### src/omwsl_pkg.sv
// ----------------------------------------------------------------------------
// omwsl_pkg: shared definitions for the omni wheel mixer with slew limit
// Fixed-point constants, microcode word layout and the microcode program.
// ----------------------------------------------------------------------------
package omwsl_pkg;

  // Q-format of all velocities and drives
  localparam int unsigned FRAC_BITS = 14;
  localparam int unsigned DATA_W    = 16;
  localparam int unsigned CFG_W     = 15;

  // sqrt2 in Q2.14, rounded
  localparam logic signed [DATA_W-1:0] SQRT2_Q = 16'sd23170;

  // Rounding offset: half of 3 * 2^FRAC_BITS
  localparam logic [31:0] ROUND_HALF = 32'(3 * (1 << (FRAC_BITS - 1)));

  // Divide by three through a reciprocal: exact for quotient inputs below 2^19
  localparam int unsigned T_W         = 18;
  localparam int unsigned RECIP_SHIFT = 20;
  localparam int unsigned RECIP_W     = 20;
  localparam logic [RECIP_W-1:0] RECIP = 20'(((1 << RECIP_SHIFT) + 2) / 3);

  // Register reset values
  localparam logic [CFG_W-1:0] ROT_GAIN_RST  = 15'd6857;
  localparam logic [CFG_W-1:0] SLEW_STEP_RST = 15'd819;

  // Register indexes (byte address bit 2)
  localparam logic REG_ROT_GAIN  = 1'b0;
  localparam logic REG_SLEW_STEP = 1'b1;

  // Wheel indexes
  typedef logic [1:0] wheel_t;
  localparam wheel_t WHEEL_FL = 2'd0;
  localparam wheel_t WHEEL_FR = 2'd1;
  localparam wheel_t WHEEL_BL = 2'd2;
  localparam wheel_t WHEEL_BR = 2'd3;

  // Program counter
  typedef logic [2:0] upc_t;

  // Hold condition of a microcode step: stay on the step while it is true
  typedef enum logic [1:0] {
    COND_NONE     = 2'd0,
    COND_WAIT_IN  = 2'd1,
    COND_WAIT_OUT = 2'd2
  } omwsl_cond_e;

  // Datapath control of one step
  typedef struct packed {
    logic   load;
    logic   sum_en;
    wheel_t sum_wheel;
    logic   div_en;
    logic   slew_en;
    wheel_t slew_wheel;
    logic   publish;
  } omwsl_ctrl_t;

  typedef struct packed {
    omwsl_cond_e cond;
    omwsl_ctrl_t ctrl;
  } omwsl_uword_t;

  // Term signs per wheel: {side negated, rotation negated}
  function automatic logic [1:0] wheel_signs(input wheel_t wheel);
    logic [1:0] s;
    unique case (wheel)
      WHEEL_FL: s = 2'b00;
      WHEEL_FR: s = 2'b11;
      WHEEL_BL: s = 2'b10;
      WHEEL_BR: s = 2'b01;
      default:  s = 2'b00;
    endcase
    return s;
  endfunction

  function automatic omwsl_ctrl_t mk_ctrl(input logic load, input logic sum_en,
                                          input wheel_t sum_wheel, input logic div_en,
                                          input logic slew_en, input wheel_t slew_wheel,
                                          input logic publish);
    omwsl_ctrl_t c;
    c.load       = load;
    c.sum_en     = sum_en;
    c.sum_wheel  = sum_wheel;
    c.div_en     = div_en;
    c.slew_en    = slew_en;
    c.slew_wheel = slew_wheel;
    c.publish    = publish;
    return c;
  endfunction

  // Microcode program: sum, divide and slew run as a three-deep pipeline
  // over the four wheels.
  function automatic omwsl_uword_t uc_rom(input upc_t upc);
    omwsl_uword_t w;
    unique case (upc)
      3'd0: w = '{COND_WAIT_IN,
                  mk_ctrl(1'b1, 1'b0, WHEEL_FL, 1'b0, 1'b0, WHEEL_FL, 1'b0)};
      3'd1: w = '{COND_NONE,
                  mk_ctrl(1'b0, 1'b1, WHEEL_FL, 1'b0, 1'b0, WHEEL_FL, 1'b0)};
      3'd2: w = '{COND_NONE,
                  mk_ctrl(1'b0, 1'b1, WHEEL_FR, 1'b1, 1'b0, WHEEL_FL, 1'b0)};
      3'd3: w = '{COND_NONE,
                  mk_ctrl(1'b0, 1'b1, WHEEL_BL, 1'b1, 1'b1, WHEEL_FL, 1'b0)};
      3'd4: w = '{COND_NONE,
                  mk_ctrl(1'b0, 1'b1, WHEEL_BR, 1'b1, 1'b1, WHEEL_FR, 1'b0)};
      3'd5: w = '{COND_NONE,
                  mk_ctrl(1'b0, 1'b0, WHEEL_FL, 1'b1, 1'b1, WHEEL_BL, 1'b0)};
      3'd6: w = '{COND_NONE,
                  mk_ctrl(1'b0, 1'b0, WHEEL_FL, 1'b0, 1'b1, WHEEL_BR, 1'b0)};
      3'd7: w = '{COND_WAIT_OUT,
                  mk_ctrl(1'b0, 1'b0, WHEEL_FL, 1'b0, 1'b0, WHEEL_FL, 1'b1)};
      default: w = '{COND_NONE,
                     mk_ctrl(1'b0, 1'b0, WHEEL_FL, 1'b0, 1'b0, WHEEL_FL, 1'b0)};
    endcase
    return w;
  endfunction

endpackage

### src/omwsl_datapath.sv
// ----------------------------------------------------------------------------
// omwsl_datapath: mixer and slew limiter datapath
// Products, per-wheel target sum, divide by three with saturation, slew
// update of the stored drives and the output word register.
// ----------------------------------------------------------------------------
module omwsl_datapath (
  input  logic                                   clk_i,
  input  logic                                   rst_ni,
  input  omwsl_pkg::omwsl_ctrl_t                 ctrl_i,
  input  logic signed [omwsl_pkg::DATA_W-1:0]    vel_x_i,
  input  logic signed [omwsl_pkg::DATA_W-1:0]    vel_y_i,
  input  logic signed [omwsl_pkg::DATA_W-1:0]    yaw_rate_i,
  input  logic        [omwsl_pkg::CFG_W-1:0]     rot_gain_i,
  input  logic        [omwsl_pkg::CFG_W-1:0]     slew_step_i,
  output logic signed [omwsl_pkg::DATA_W-1:0]    drive_fl_o,
  output logic signed [omwsl_pkg::DATA_W-1:0]    drive_fr_o,
  output logic signed [omwsl_pkg::DATA_W-1:0]    drive_bl_o,
  output logic signed [omwsl_pkg::DATA_W-1:0]    drive_br_o
);

  localparam int unsigned PROD_W = 31;
  localparam int unsigned SUM_W  = 34;
  localparam int unsigned DIV_W  = omwsl_pkg::T_W + omwsl_pkg::RECIP_W;
  localparam int unsigned GAP_W  = omwsl_pkg::DATA_W + 1;

  // Operand registers
  logic signed [omwsl_pkg::DATA_W-1:0] vy_q;
  logic signed [PROD_W-1:0]            side_q, side_d;
  logic signed [PROD_W-1:0]            rot_q, rot_d;

  // Pipeline registers
  logic [omwsl_pkg::T_W-1:0]           t_q, t_d;
  logic                                neg_q, neg_d;
  logic signed [omwsl_pkg::DATA_W-1:0] tgt_q, tgt_d;

  // Drive state and output word
  logic signed [omwsl_pkg::DATA_W-1:0] drive_q [4];
  logic signed [omwsl_pkg::DATA_W-1:0] drive_d;
  logic signed [omwsl_pkg::DATA_W-1:0] out_q [4];

  // Form products straight from the accepted word
  always_comb begin
    side_d = PROD_W'(vel_x_i) * PROD_W'(omwsl_pkg::SQRT2_Q);
    rot_d  = PROD_W'(yaw_rate_i) * $signed(PROD_W'({1'b0, rot_gain_i}));
  end

  always_ff @(posedge clk_i) begin
    if (ctrl_i.load) begin
      vy_q   <= vel_y_i;
      side_q <= side_d;
      rot_q  <= rot_d;
    end
  end

  // Sum the wheel target, take magnitude with rounding, scale down
  logic signed [SUM_W-1:0] lin_s, side_s, rot_s, num_s, pos_r, neg_r, mag_s;
  logic [1:0]              signs;

  always_comb begin
    signs  = omwsl_pkg::wheel_signs(ctrl_i.sum_wheel);
    lin_s  = SUM_W'($signed({vy_q, {omwsl_pkg::FRAC_BITS{1'b0}}}));
    side_s = signs[1] ? -SUM_W'(side_q) : SUM_W'(side_q);
    rot_s  = signs[0] ? -SUM_W'(rot_q) : SUM_W'(rot_q);
    num_s  = lin_s + side_s + rot_s;
    pos_r  = lin_s + side_s + rot_s + $signed(SUM_W'(omwsl_pkg::ROUND_HALF));
    neg_r  = $signed(SUM_W'(omwsl_pkg::ROUND_HALF)) - lin_s - side_s - rot_s;
    neg_d  = num_s[SUM_W-1];
    mag_s  = neg_d ? neg_r : pos_r;
    t_d    = mag_s[omwsl_pkg::FRAC_BITS +: omwsl_pkg::T_W];
  end

  always_ff @(posedge clk_i) begin
    if (ctrl_i.sum_en) begin
      t_q   <= t_d;
      neg_q <= neg_d;
    end
  end

  // Divide by three through the reciprocal, then saturate
  logic [DIV_W-1:0]          prod;
  logic [omwsl_pkg::T_W-1:0] quo, quo_neg;

  always_comb begin
    prod    = DIV_W'(t_q) * DIV_W'(omwsl_pkg::RECIP);
    quo     = prod[omwsl_pkg::RECIP_SHIFT +: omwsl_pkg::T_W];
    quo_neg = '0 - quo;
    if (neg_q) begin
      if (quo > omwsl_pkg::T_W'(32768)) begin
        tgt_d = {1'b1, {(omwsl_pkg::DATA_W-1){1'b0}}};
      end else begin
        tgt_d = quo_neg[omwsl_pkg::DATA_W-1:0];
      end
    end else begin
      if (quo > omwsl_pkg::T_W'(32767)) begin
        tgt_d = {1'b0, {(omwsl_pkg::DATA_W-1){1'b1}}};
      end else begin
        tgt_d = quo[omwsl_pkg::DATA_W-1:0];
      end
    end
  end

  always_ff @(posedge clk_i) begin
    if (ctrl_i.div_en) begin
      tgt_q <= tgt_d;
    end
  end

  // Move the drive one step toward its target when the gap exceeds the step
  logic signed [GAP_W-1:0] cur_s, gap_s, step_s, up_s, dn_s;

  always_comb begin
    cur_s  = GAP_W'(drive_q[ctrl_i.slew_wheel]);
    step_s = $signed(GAP_W'({1'b0, slew_step_i}));
    gap_s  = GAP_W'(tgt_q) - cur_s;
    up_s   = cur_s + step_s;
    dn_s   = cur_s - step_s;
    if (gap_s > step_s) begin
      drive_d = up_s[omwsl_pkg::DATA_W-1:0];
    end else if (gap_s < -step_s) begin
      drive_d = dn_s[omwsl_pkg::DATA_W-1:0];
    end else begin
      drive_d = cur_s[omwsl_pkg::DATA_W-1:0];
    end
  end

  always_ff @(posedge clk_i or negedge rst_ni) begin
    if (!rst_ni) begin
      for (int i = 0; i < 4; i++) begin
        drive_q[i] <= '0;
      end
    end else if (ctrl_i.slew_en) begin
      drive_q[ctrl_i.slew_wheel] <= drive_d;
    end
  end

  // Capture the output word
  always_ff @(posedge clk_i) begin
    if (ctrl_i.publish) begin
      for (int i = 0; i < 4; i++) begin
        out_q[i] <= drive_q[i];
      end
    end
  end

  assign drive_fl_o = out_q[omwsl_pkg::WHEEL_FL];
  assign drive_fr_o = out_q[omwsl_pkg::WHEEL_FR];
  assign drive_bl_o = out_q[omwsl_pkg::WHEEL_BL];
  assign drive_br_o = out_q[omwsl_pkg::WHEEL_BR];

endmodule

### src/omni_wheel_mixer_slew_limit_unit.sv
// ----------------------------------------------------------------------------
// omni_wheel_mixer_slew_limit_unit: mecanum mixer with per-tick slew limit
// Microcoded sequencer, configuration registers and handshake control around
// the mixer datapath.
// ----------------------------------------------------------------------------
// Flow: the input word is taken on the first step of the 8-step microcode
//   program and the output word is registered on its last step; one word per
//   pass of the program, which holds on its last step while the output is stalled.
// Reset: drives clear to zero, registers return to rotation_gain 6857 and
//   slew_step 819, the sequencer waits for input, no output is valid.
module omni_wheel_mixer_slew_limit_unit (
  input  logic                                clk_i,
  input  logic                                rst_ni,
  // Configuration port
  input  logic                                psel,
  input  logic                                penable,
  input  logic                                pwrite,
  input  logic [2:0]                          paddr,
  input  logic [31:0]                         pwdata,
  output logic [31:0]                         prdata,
  output logic                                pready,
  // Input channel
  input  logic                                in_valid_i,
  output logic                                in_stall_o,
  input  logic signed [omwsl_pkg::DATA_W-1:0] vel_x_i,
  input  logic signed [omwsl_pkg::DATA_W-1:0] vel_y_i,
  input  logic signed [omwsl_pkg::DATA_W-1:0] yaw_rate_i,
  // Output channel
  output logic                                out_valid_o,
  input  logic                                out_stall_i,
  output logic signed [omwsl_pkg::DATA_W-1:0] drive_front_left_o,
  output logic signed [omwsl_pkg::DATA_W-1:0] drive_front_right_o,
  output logic signed [omwsl_pkg::DATA_W-1:0] drive_back_left_o,
  output logic signed [omwsl_pkg::DATA_W-1:0] drive_back_right_o
);

  logic [omwsl_pkg::CFG_W-1:0] rot_gain_q;
  logic [omwsl_pkg::CFG_W-1:0] slew_step_q;
  logic                        cfg_wr;

  // Register writes
  assign pready = 1'b1;
  assign cfg_wr = psel && penable && pwrite && pready;

  always_ff @(posedge clk_i or negedge rst_ni) begin
    if (!rst_ni) begin
      rot_gain_q  <= omwsl_pkg::ROT_GAIN_RST;
      slew_step_q <= omwsl_pkg::SLEW_STEP_RST;
    end else if (cfg_wr) begin
      unique case (paddr[2])
        omwsl_pkg::REG_ROT_GAIN:  rot_gain_q  <= pwdata[omwsl_pkg::CFG_W-1:0];
        omwsl_pkg::REG_SLEW_STEP: slew_step_q <= pwdata[omwsl_pkg::CFG_W-1:0];
        default: ;
      endcase
    end
  end

  // Register reads
  always_comb begin
    unique case (paddr[2])
      omwsl_pkg::REG_ROT_GAIN:  prdata = 32'(rot_gain_q);
      omwsl_pkg::REG_SLEW_STEP: prdata = 32'(slew_step_q);
      default:                  prdata = '0;
    endcase
  end

  // Microcode sequencer
  omwsl_pkg::upc_t         upc_q, upc_d;
  omwsl_pkg::omwsl_uword_t uword;
  omwsl_pkg::omwsl_ctrl_t  ctrl;
  logic                    hold;
  logic                    out_valid_q, out_valid_d;

  assign uword = omwsl_pkg::uc_rom(upc_q);

  always_comb begin
    case (uword.cond)
      omwsl_pkg::COND_WAIT_IN:  hold = !in_valid_i;
      omwsl_pkg::COND_WAIT_OUT: hold = out_valid_q && out_stall_i;
      default:                  hold = 1'b0;
    endcase
    upc_d = hold ? upc_q : upc_q + omwsl_pkg::upc_t'(1);
  end

  // Gate the control word with the step's hold condition
  always_comb begin
    ctrl         = uword.ctrl;
    ctrl.load    = uword.ctrl.load && !hold;
    ctrl.publish = uword.ctrl.publish && !hold;
  end

  always_ff @(posedge clk_i or negedge rst_ni) begin
    if (!rst_ni) begin
      upc_q <= '0;
    end else begin
      upc_q <= upc_d;
    end
  end

  // Input is taken only on the load step
  assign in_stall_o = !uword.ctrl.load;

  // Output word valid flag
  always_comb begin
    out_valid_d = out_valid_q;
    if (out_valid_q && !out_stall_i) begin
      out_valid_d = 1'b0;
    end
    if (ctrl.publish) begin
      out_valid_d = 1'b1;
    end
  end

  always_ff @(posedge clk_i or negedge rst_ni) begin
    if (!rst_ni) begin
      out_valid_q <= 1'b0;
    end else begin
      out_valid_q <= out_valid_d;
    end
  end

  assign out_valid_o = out_valid_q;

  omwsl_datapath u_datapath (
    .clk_i       (clk_i),
    .rst_ni      (rst_ni),
    .ctrl_i      (ctrl),
    .vel_x_i     (vel_x_i),
    .vel_y_i     (vel_y_i),
    .yaw_rate_i  (yaw_rate_i),
    .rot_gain_i  (rot_gain_q),
    .slew_step_i (slew_step_q),
    .drive_fl_o  (drive_front_left_o),
    .drive_fr_o  (drive_front_right_o),
    .drive_bl_o  (drive_back_left_o),
    .drive_br_o  (drive_back_right_o)
  );

endmodule
### config.mk
export PLATFORM = sky130hd
export DESIGN_NAME = omni_wheel_mixer_slew_limit_unit
export DESIGN_NICKNAME = d
export VERILOG_FILES = /design/src/omwsl_pkg.sv /design/src/omwsl_datapath.sv /design/src/omni_wheel_mixer_slew_limit_unit.sv
export SDC_FILE = /design/constraint.sdc
export NUM_CORES = 2
export LEC_CHECK = 0
export BUFFER_PORTS_ARGS = -buffer_cell sky130_fd_sc_hd__buf_2
export CAP_MARGIN = 20
export CORE_AREA = 2 2 245 247
export DETAILED_ROUTE_END_ITERATION = 10
export DIE_AREA = 0 0 247 249
export GPL_ROUTABILITY_DRIVEN = 0
export PLACE_DENSITY = 0.83
export SYNTH_ARGS = -nofsm -noshare
export SYNTH_HDL_FRONTEND = slang
export SYNTH_SLANG_ARGS = --single-unit
### constraint.sdc
create_clock -name clk_i -period 16.7 [get_ports clk_i]
set_clock_uncertainty 0.1 [all_clocks]
set_input_delay 3.34 -clock clk_i [delete_from_list [all_inputs] [get_ports clk_i]]
set_output_delay 3.34 -clock clk_i [all_outputs]
set_load 0.03 [all_outputs]
* Word-level counts from Yosys, hierarchy flattened *
Memory sizes are Yosys's and may differ from the RTL's.
Cells that the tools add are included.
W data, S select, Z words.

storage, ports and cells
  latch bits = 0
  word-level logic and storage cells = 82
  bits in writable memories = 64
  input port bits = 90
  memories kept = 2
  output and inout bits = 99
  register bits after elaboration = 210
  memory bits (read-only) = 88

operators by class
  div/mod/pow operators = 0
  bitwise logic cells = 2
  $add $sub $neg = 14
  shifts and indexed selects = 0
  eq/ne operators = 5
  multiply operators = 3
  reduce and logical (&&, ||, !) cells = 15
  $lt $le $gt $ge = 6
  muxes and demuxes = 21

memories
  name              words  bits a word  rd ports  clocked after memory_dff  write ports  RTL line              text
  (no name shown)   8      11           1         0                         0            omwsl_pkg.sv:97       unique case (upc)
  u_datapath.out_q  4      16           4         0                         4            omwsl_datapath.sv:39  logic signed [omwsl_pkg::DATA_W-1:0] out_q [4];

operators with widths
  operator                  number
  $mux W16                  8
  $mux W34                  2
  $neg A31 Y34              2
  $bwmux W64                1
  $pmux W32 S2              1
  $sub A32 B32 Y32          2
  $mul A18 B18 Y36 const B  1
  $add A30 B34 Y34          1
  $add A34 B34 Y34          1
  $add A32 B16 Y32 const B  1
  $bmux W16 S2              1
  $demux W16 S2             1
  $mux W32                  1
  $mul A16 B16 Y31          1
  $sub A16 B30 Y31 const A  1
  $mul A16 B15 Y30 const B  1
  $gt A17 B15 Y1 const B    1
  $gt A17 B16 Y1            1
  $gt A17 B16 Y1 const B    1
  $lt A17 B17 Y1            1
  $neg A15 Y17              1
  $sub A16 B16 Y17          1
  $add A16 B16 Y16          1
  $sub A1 B16 Y16 const A   1
  16 further kinds          32

* Longest topological paths before layout *
An unclocked memory read counts as a cell.

  depth in word-level cells = 10
  mapped depth = 34
  depth with buffers taken out = 30

* Hierarchy *
Synthesis repeated with hierarchy kept, for this count alone.

second synthesis, totals
  cells, all modules = 3,819
  area, all modules = 37,792.5 µm²

modules (own cells, without submodules)
  module                            area an instance (µm²)  sequential area each (µm²)  times used  cells each
  omwsl_datapath                    35,939.5                6,886.6                     1           3,684
  omni_wheel_mixer_slew_limit_unit  1,853.0                 867.1                       1           135

* Worst setup path after synthesis *
Ideal clock, no wire load.

  path type = input to register
  start = in yaw_rate_i[5] in the netlist's numbering
  end = reg u_datapath.rot_q[29] (data pin)
  slack = 7.112 ns
  arrival = 9.223 ns
  path buffers = 1
  data required time = 16.335 ns
  setup time = 0.265 ns
  stages on the path = 23
  cell sequence = clkbuf_1 > nand2_1 > fa_1 > inv_1 > fa_1 > inv_1 > fa_1 > fa_1 > inv_1 > fa_1 > fa_1 > ha_1 > and3_1 > nand3_1 > o2111ai_1 > a21o_1 > a21oi_1 > o31ai_1 > a2111oi_0 > nor3_1 > a211oi_1 > a22oi_1 > xor2_1

between the ends
  longest elaborated chain between the ends = 1

RTL lines
  item                            RTL line                                text
  start: declaration              omni_wheel_mixer_slew_limit_unit.sv:27  input logic signed [omwsl_pkg::DATA_W-1:0] yaw_rate_i,
  $mul A16 B16 Y31                omwsl_datapath.sv:44                    rot_d = PROD_W'(yaw_rate_i) * $signed(PROD_W'({1'b0, rot_gain_i}));
  named net u_datapath.rot_d[29]  omwsl_datapath.sv:29                    logic signed [PROD_W-1:0] rot_q, rot_d;
  end signal: assignment          omwsl_datapath.sv:51                    rot_q <= rot_d;
  end: declaration                omwsl_datapath.sv:29

The timed path passes the listed nets, and every way through them passes these cells.
A chain may end at the register's enable or synchronous reset.

* Worst setup path in the final report *
Ends and elaborated chain as after synthesis.

==> flow_summary_export.csv <==
group,metric,value,unit
status,outcome,"completed",
finish,drive_gt1_frac,0.0764,
worst_setup_path,regToRegStartpoint,"upc_q[1]",
clock_network,numClockSinks,274,
sta,tightestPinTransition,1.26,ns
die,die_y,249,um
sta,setup_viol,0,
grt,antenna_found_initial,0,
detailed_routing,wl_met3,4.03,mm
worst_setup_path,cp.required,16.92,ns
sta,rsz0062_at_grt,"no",
worst_setup_path,worstSetupPathType,"in -> reg",
worst_setup_path,cp-startpoint,"yaw_rate_i[5]",
flow_run,maxCapViolations,0,
worst_setup_path,path_max_fanout,15,
min_path,hold_start,"u_datapath.drive_q[61]",
clock_network,cts_tree,"built",
worst_setup_path,crit_path_end_kind,"flip-flop",
yosys,synth_area_leaders,"fa_1 (24%), ha_1 (18%), edfxtp_1 (14%)",
min_path,hp-class,"reg -> reg",
detailed_routing,wl_met1,33.6,mm
detailed_routing,post-route-drc-count,0,
detailed_routing,viasPerCell,5.75,
grt,track_usage,0.276,
finish,finish.utilization,0.685,
yosys,synthCells,3936,
detailed_routing,post_drt_wl_per_cell,17.0,um
yosys,ys_ff_latch,274,
sta,finalSetupTns,0,ns
die,die_x,247,um
yosys,yosysTopAreaCellShare,0.236,
yosys,async_flop_share,0.358,
clock_network,cts.clk_slew.worst_paths,0.06,ns
clock_network,clk_latency,0.58,ns
sta,maxSlewViolCount,0,
grt,grt_pass1_vias,28800,
finish,n_antenna_cell,0,
die,io_pins,189,
clock_network,hold_buffers,0,
die,core-area,58700,um^2
yosys,syn_area,37800,um^2
detailed_routing,via_count,27800,
detailed_routing,drt_iter0_drc,1574,
detailed_routing,dr_wl_met2,41.6,mm
sta,hold_viol,0,
grt,grt_pass1_wl,139,mm
finish,nNetsFinal,5108,
grt,gr-total-overflow,0,
finish,mostFrequentLayoutCell,"inv_1",
yosys,ys.flop_type,"edfxtp_1",
place,dp_hpwl,68.0,mm
sta,timing.fmax,105,MHz
worst_setup_path,arrival,9.75,ns
die,die-area,61500,um^2
detailed_routing,routed.top_layer,"met4",
yosys,yosysTopAreaCell,"fa_1",
sta,slew_headroom,0.159,
place,port_buffers,151,
die,rows,89,
yosys,yosysWarningCount,0,
clock_network,cts.htree.levels,1,
finish,layout_common_cells,"inv_1 (766), ha_1 (535), fa_1 (446)",
grt,grt_start_max_net_pins,79,
detailed_routing,routed_wirelength,82.4,mm
sta,period_share,0.570,
detailed_routing,dr.pass1.iters,7,
clock_network,cts_repair_resize_count,0,
worst_setup_path,reg2reg_slack,8.59,ns
clock_network,clockBufferDepth,3,
detailed_routing,ant_nets,0,
yosys,ys_seq_area_frac,0.205,
clock_network,post_cts_buffers,0,
yosys,synth-edff-count,176,
worst_setup_path,worst_setup_path_start_kind,"input pin",
sta,layout_min_cycle_time,9.53,ns
yosys,syn_area_per_cell,9.60,um^2
finish,area_growth,6.34,%
die,start_util,0.644,
yosys,ys_types,90,
clock_network,cts_buffers,29,
clock_network,root_buffer,"clkbuf_16",
[cell usage after synthesis (all sizes together) (18+ instances only)]
master  number
o31ai       18
nor3        64
a21o        57
mux2i       25
buf         28
mux2        48
nor2b       22
dfrtp       85
and2       126
o21a        20
o21ai      168
nand2      315
nand4       23
nand2b      30
inv        766
a211oi      22
o21bai      23
nand3       63
xnor2      143
xor2        92
clkbuf      83
edfxtp     176
ha         535
fa         446
nor2       152
a21oi      175
[final cells by class]
type | count | area, um^2
Fill cell | 4288 | 18500
Timing Repair Buffer | 165 | 918
Clock inverter | 18 | 165
Sequential cell | 274 | 7750
Clock buffer | 36 | 752
Multi-Input combinational cell | 2800 | 26800
Inverter | 767 | 2880
Tap cell | 773 | 967
[logic make-up after synthesis]
group	after synthesis	synth area share
buffers and inverters	878	0.0893
muxes	73	0.0209
xor gates and xnor gates	235	0.0549
AOI/OAI and AO/OA	615	0.103
DFF	274	0.205
and+or+nand+nor	878	0.113
other	2	0.000199
adders and majority gates	981	0.413
[worst paths after layout]
| check | endpoint | cells after the start |
|---|---|---|
| max | u_datapath.rot_q[29] | 23 |
| min | u_datapath.out_q[0][13] | 0 |
| max reg2reg | u_datapath.drive_q[44] | 29 |
| min reg2reg | u_datapath.out_q[0][13] | 0 |
| max in group asynchronous | slew_step_q[1] | 3 |
| min in group asynchronous | u_datapath.drive_q[63] | 1 |
[critical path, stage by stage]
cell and delay [ns]:
buf_2 0.29, nand2_1 0.13, fa_1 0.56, inv_1 0.06
fa_1 0.53, inv_1 0.05, fa_1 0.46, fa_1 0.51
inv_1 0.08, fa_1 0.51, fa_1 0.50, ha_1 0.36
and3_1 0.24, nand3_1 0.10, o2111ai_1 0.16, a21o_1 0.21
a21oi_1 0.27, o31ai_1 0.17, a2111oi_0 0.41, nor3_1 0.14
a211oi_1 0.38, a22oi_1 0.14, xor2_1 0.16
[metrics by stage]
stage | instances | area, um^2 | hold WS (ns) | setup WS [ns]
floorplan | 3952 | 37900 | 0.325 | 7.11
global placement | 4775 | 39200 | 0.332 | 6.64
detailed placement | 4775 | 39200 | 0.332 | 6.61
CTS | 4829 | 40100 | 0.341 | 7.20
global route | 4833 | 40200 | 0.358 | 6.86
finish | 4833 | 40200 | 0.342 | 7.17
[flip-flops by register name, summed over array words and instances (netlist names), 15 cells and up]
| name | cells |
|---|---|
| rot_gain_q | 15 |
| u_datapath.side_q | 30 |
| u_datapath.rot_q | 31 |
| u_datapath.vy_q | 16 |
| u_datapath.tgt_q | 16 |
| slew_step_q | 15 |
| u_datapath.drive_q | 64 |
| u_datapath.t_q | 18 |
| u_datapath.out_q | 64 |
[routing by layer]
layer / GRT usage / up-vias
li1: - / 13100
met1: 0.355 / 13600
met2: 0.482 / 831
met3: 0.0271 / 195
met4: 0.103 / 0
met5: 0 / -
Power is not shown: default switching activity piles up to over one toggle a cycle in this logic, so the estimate is an artifact.
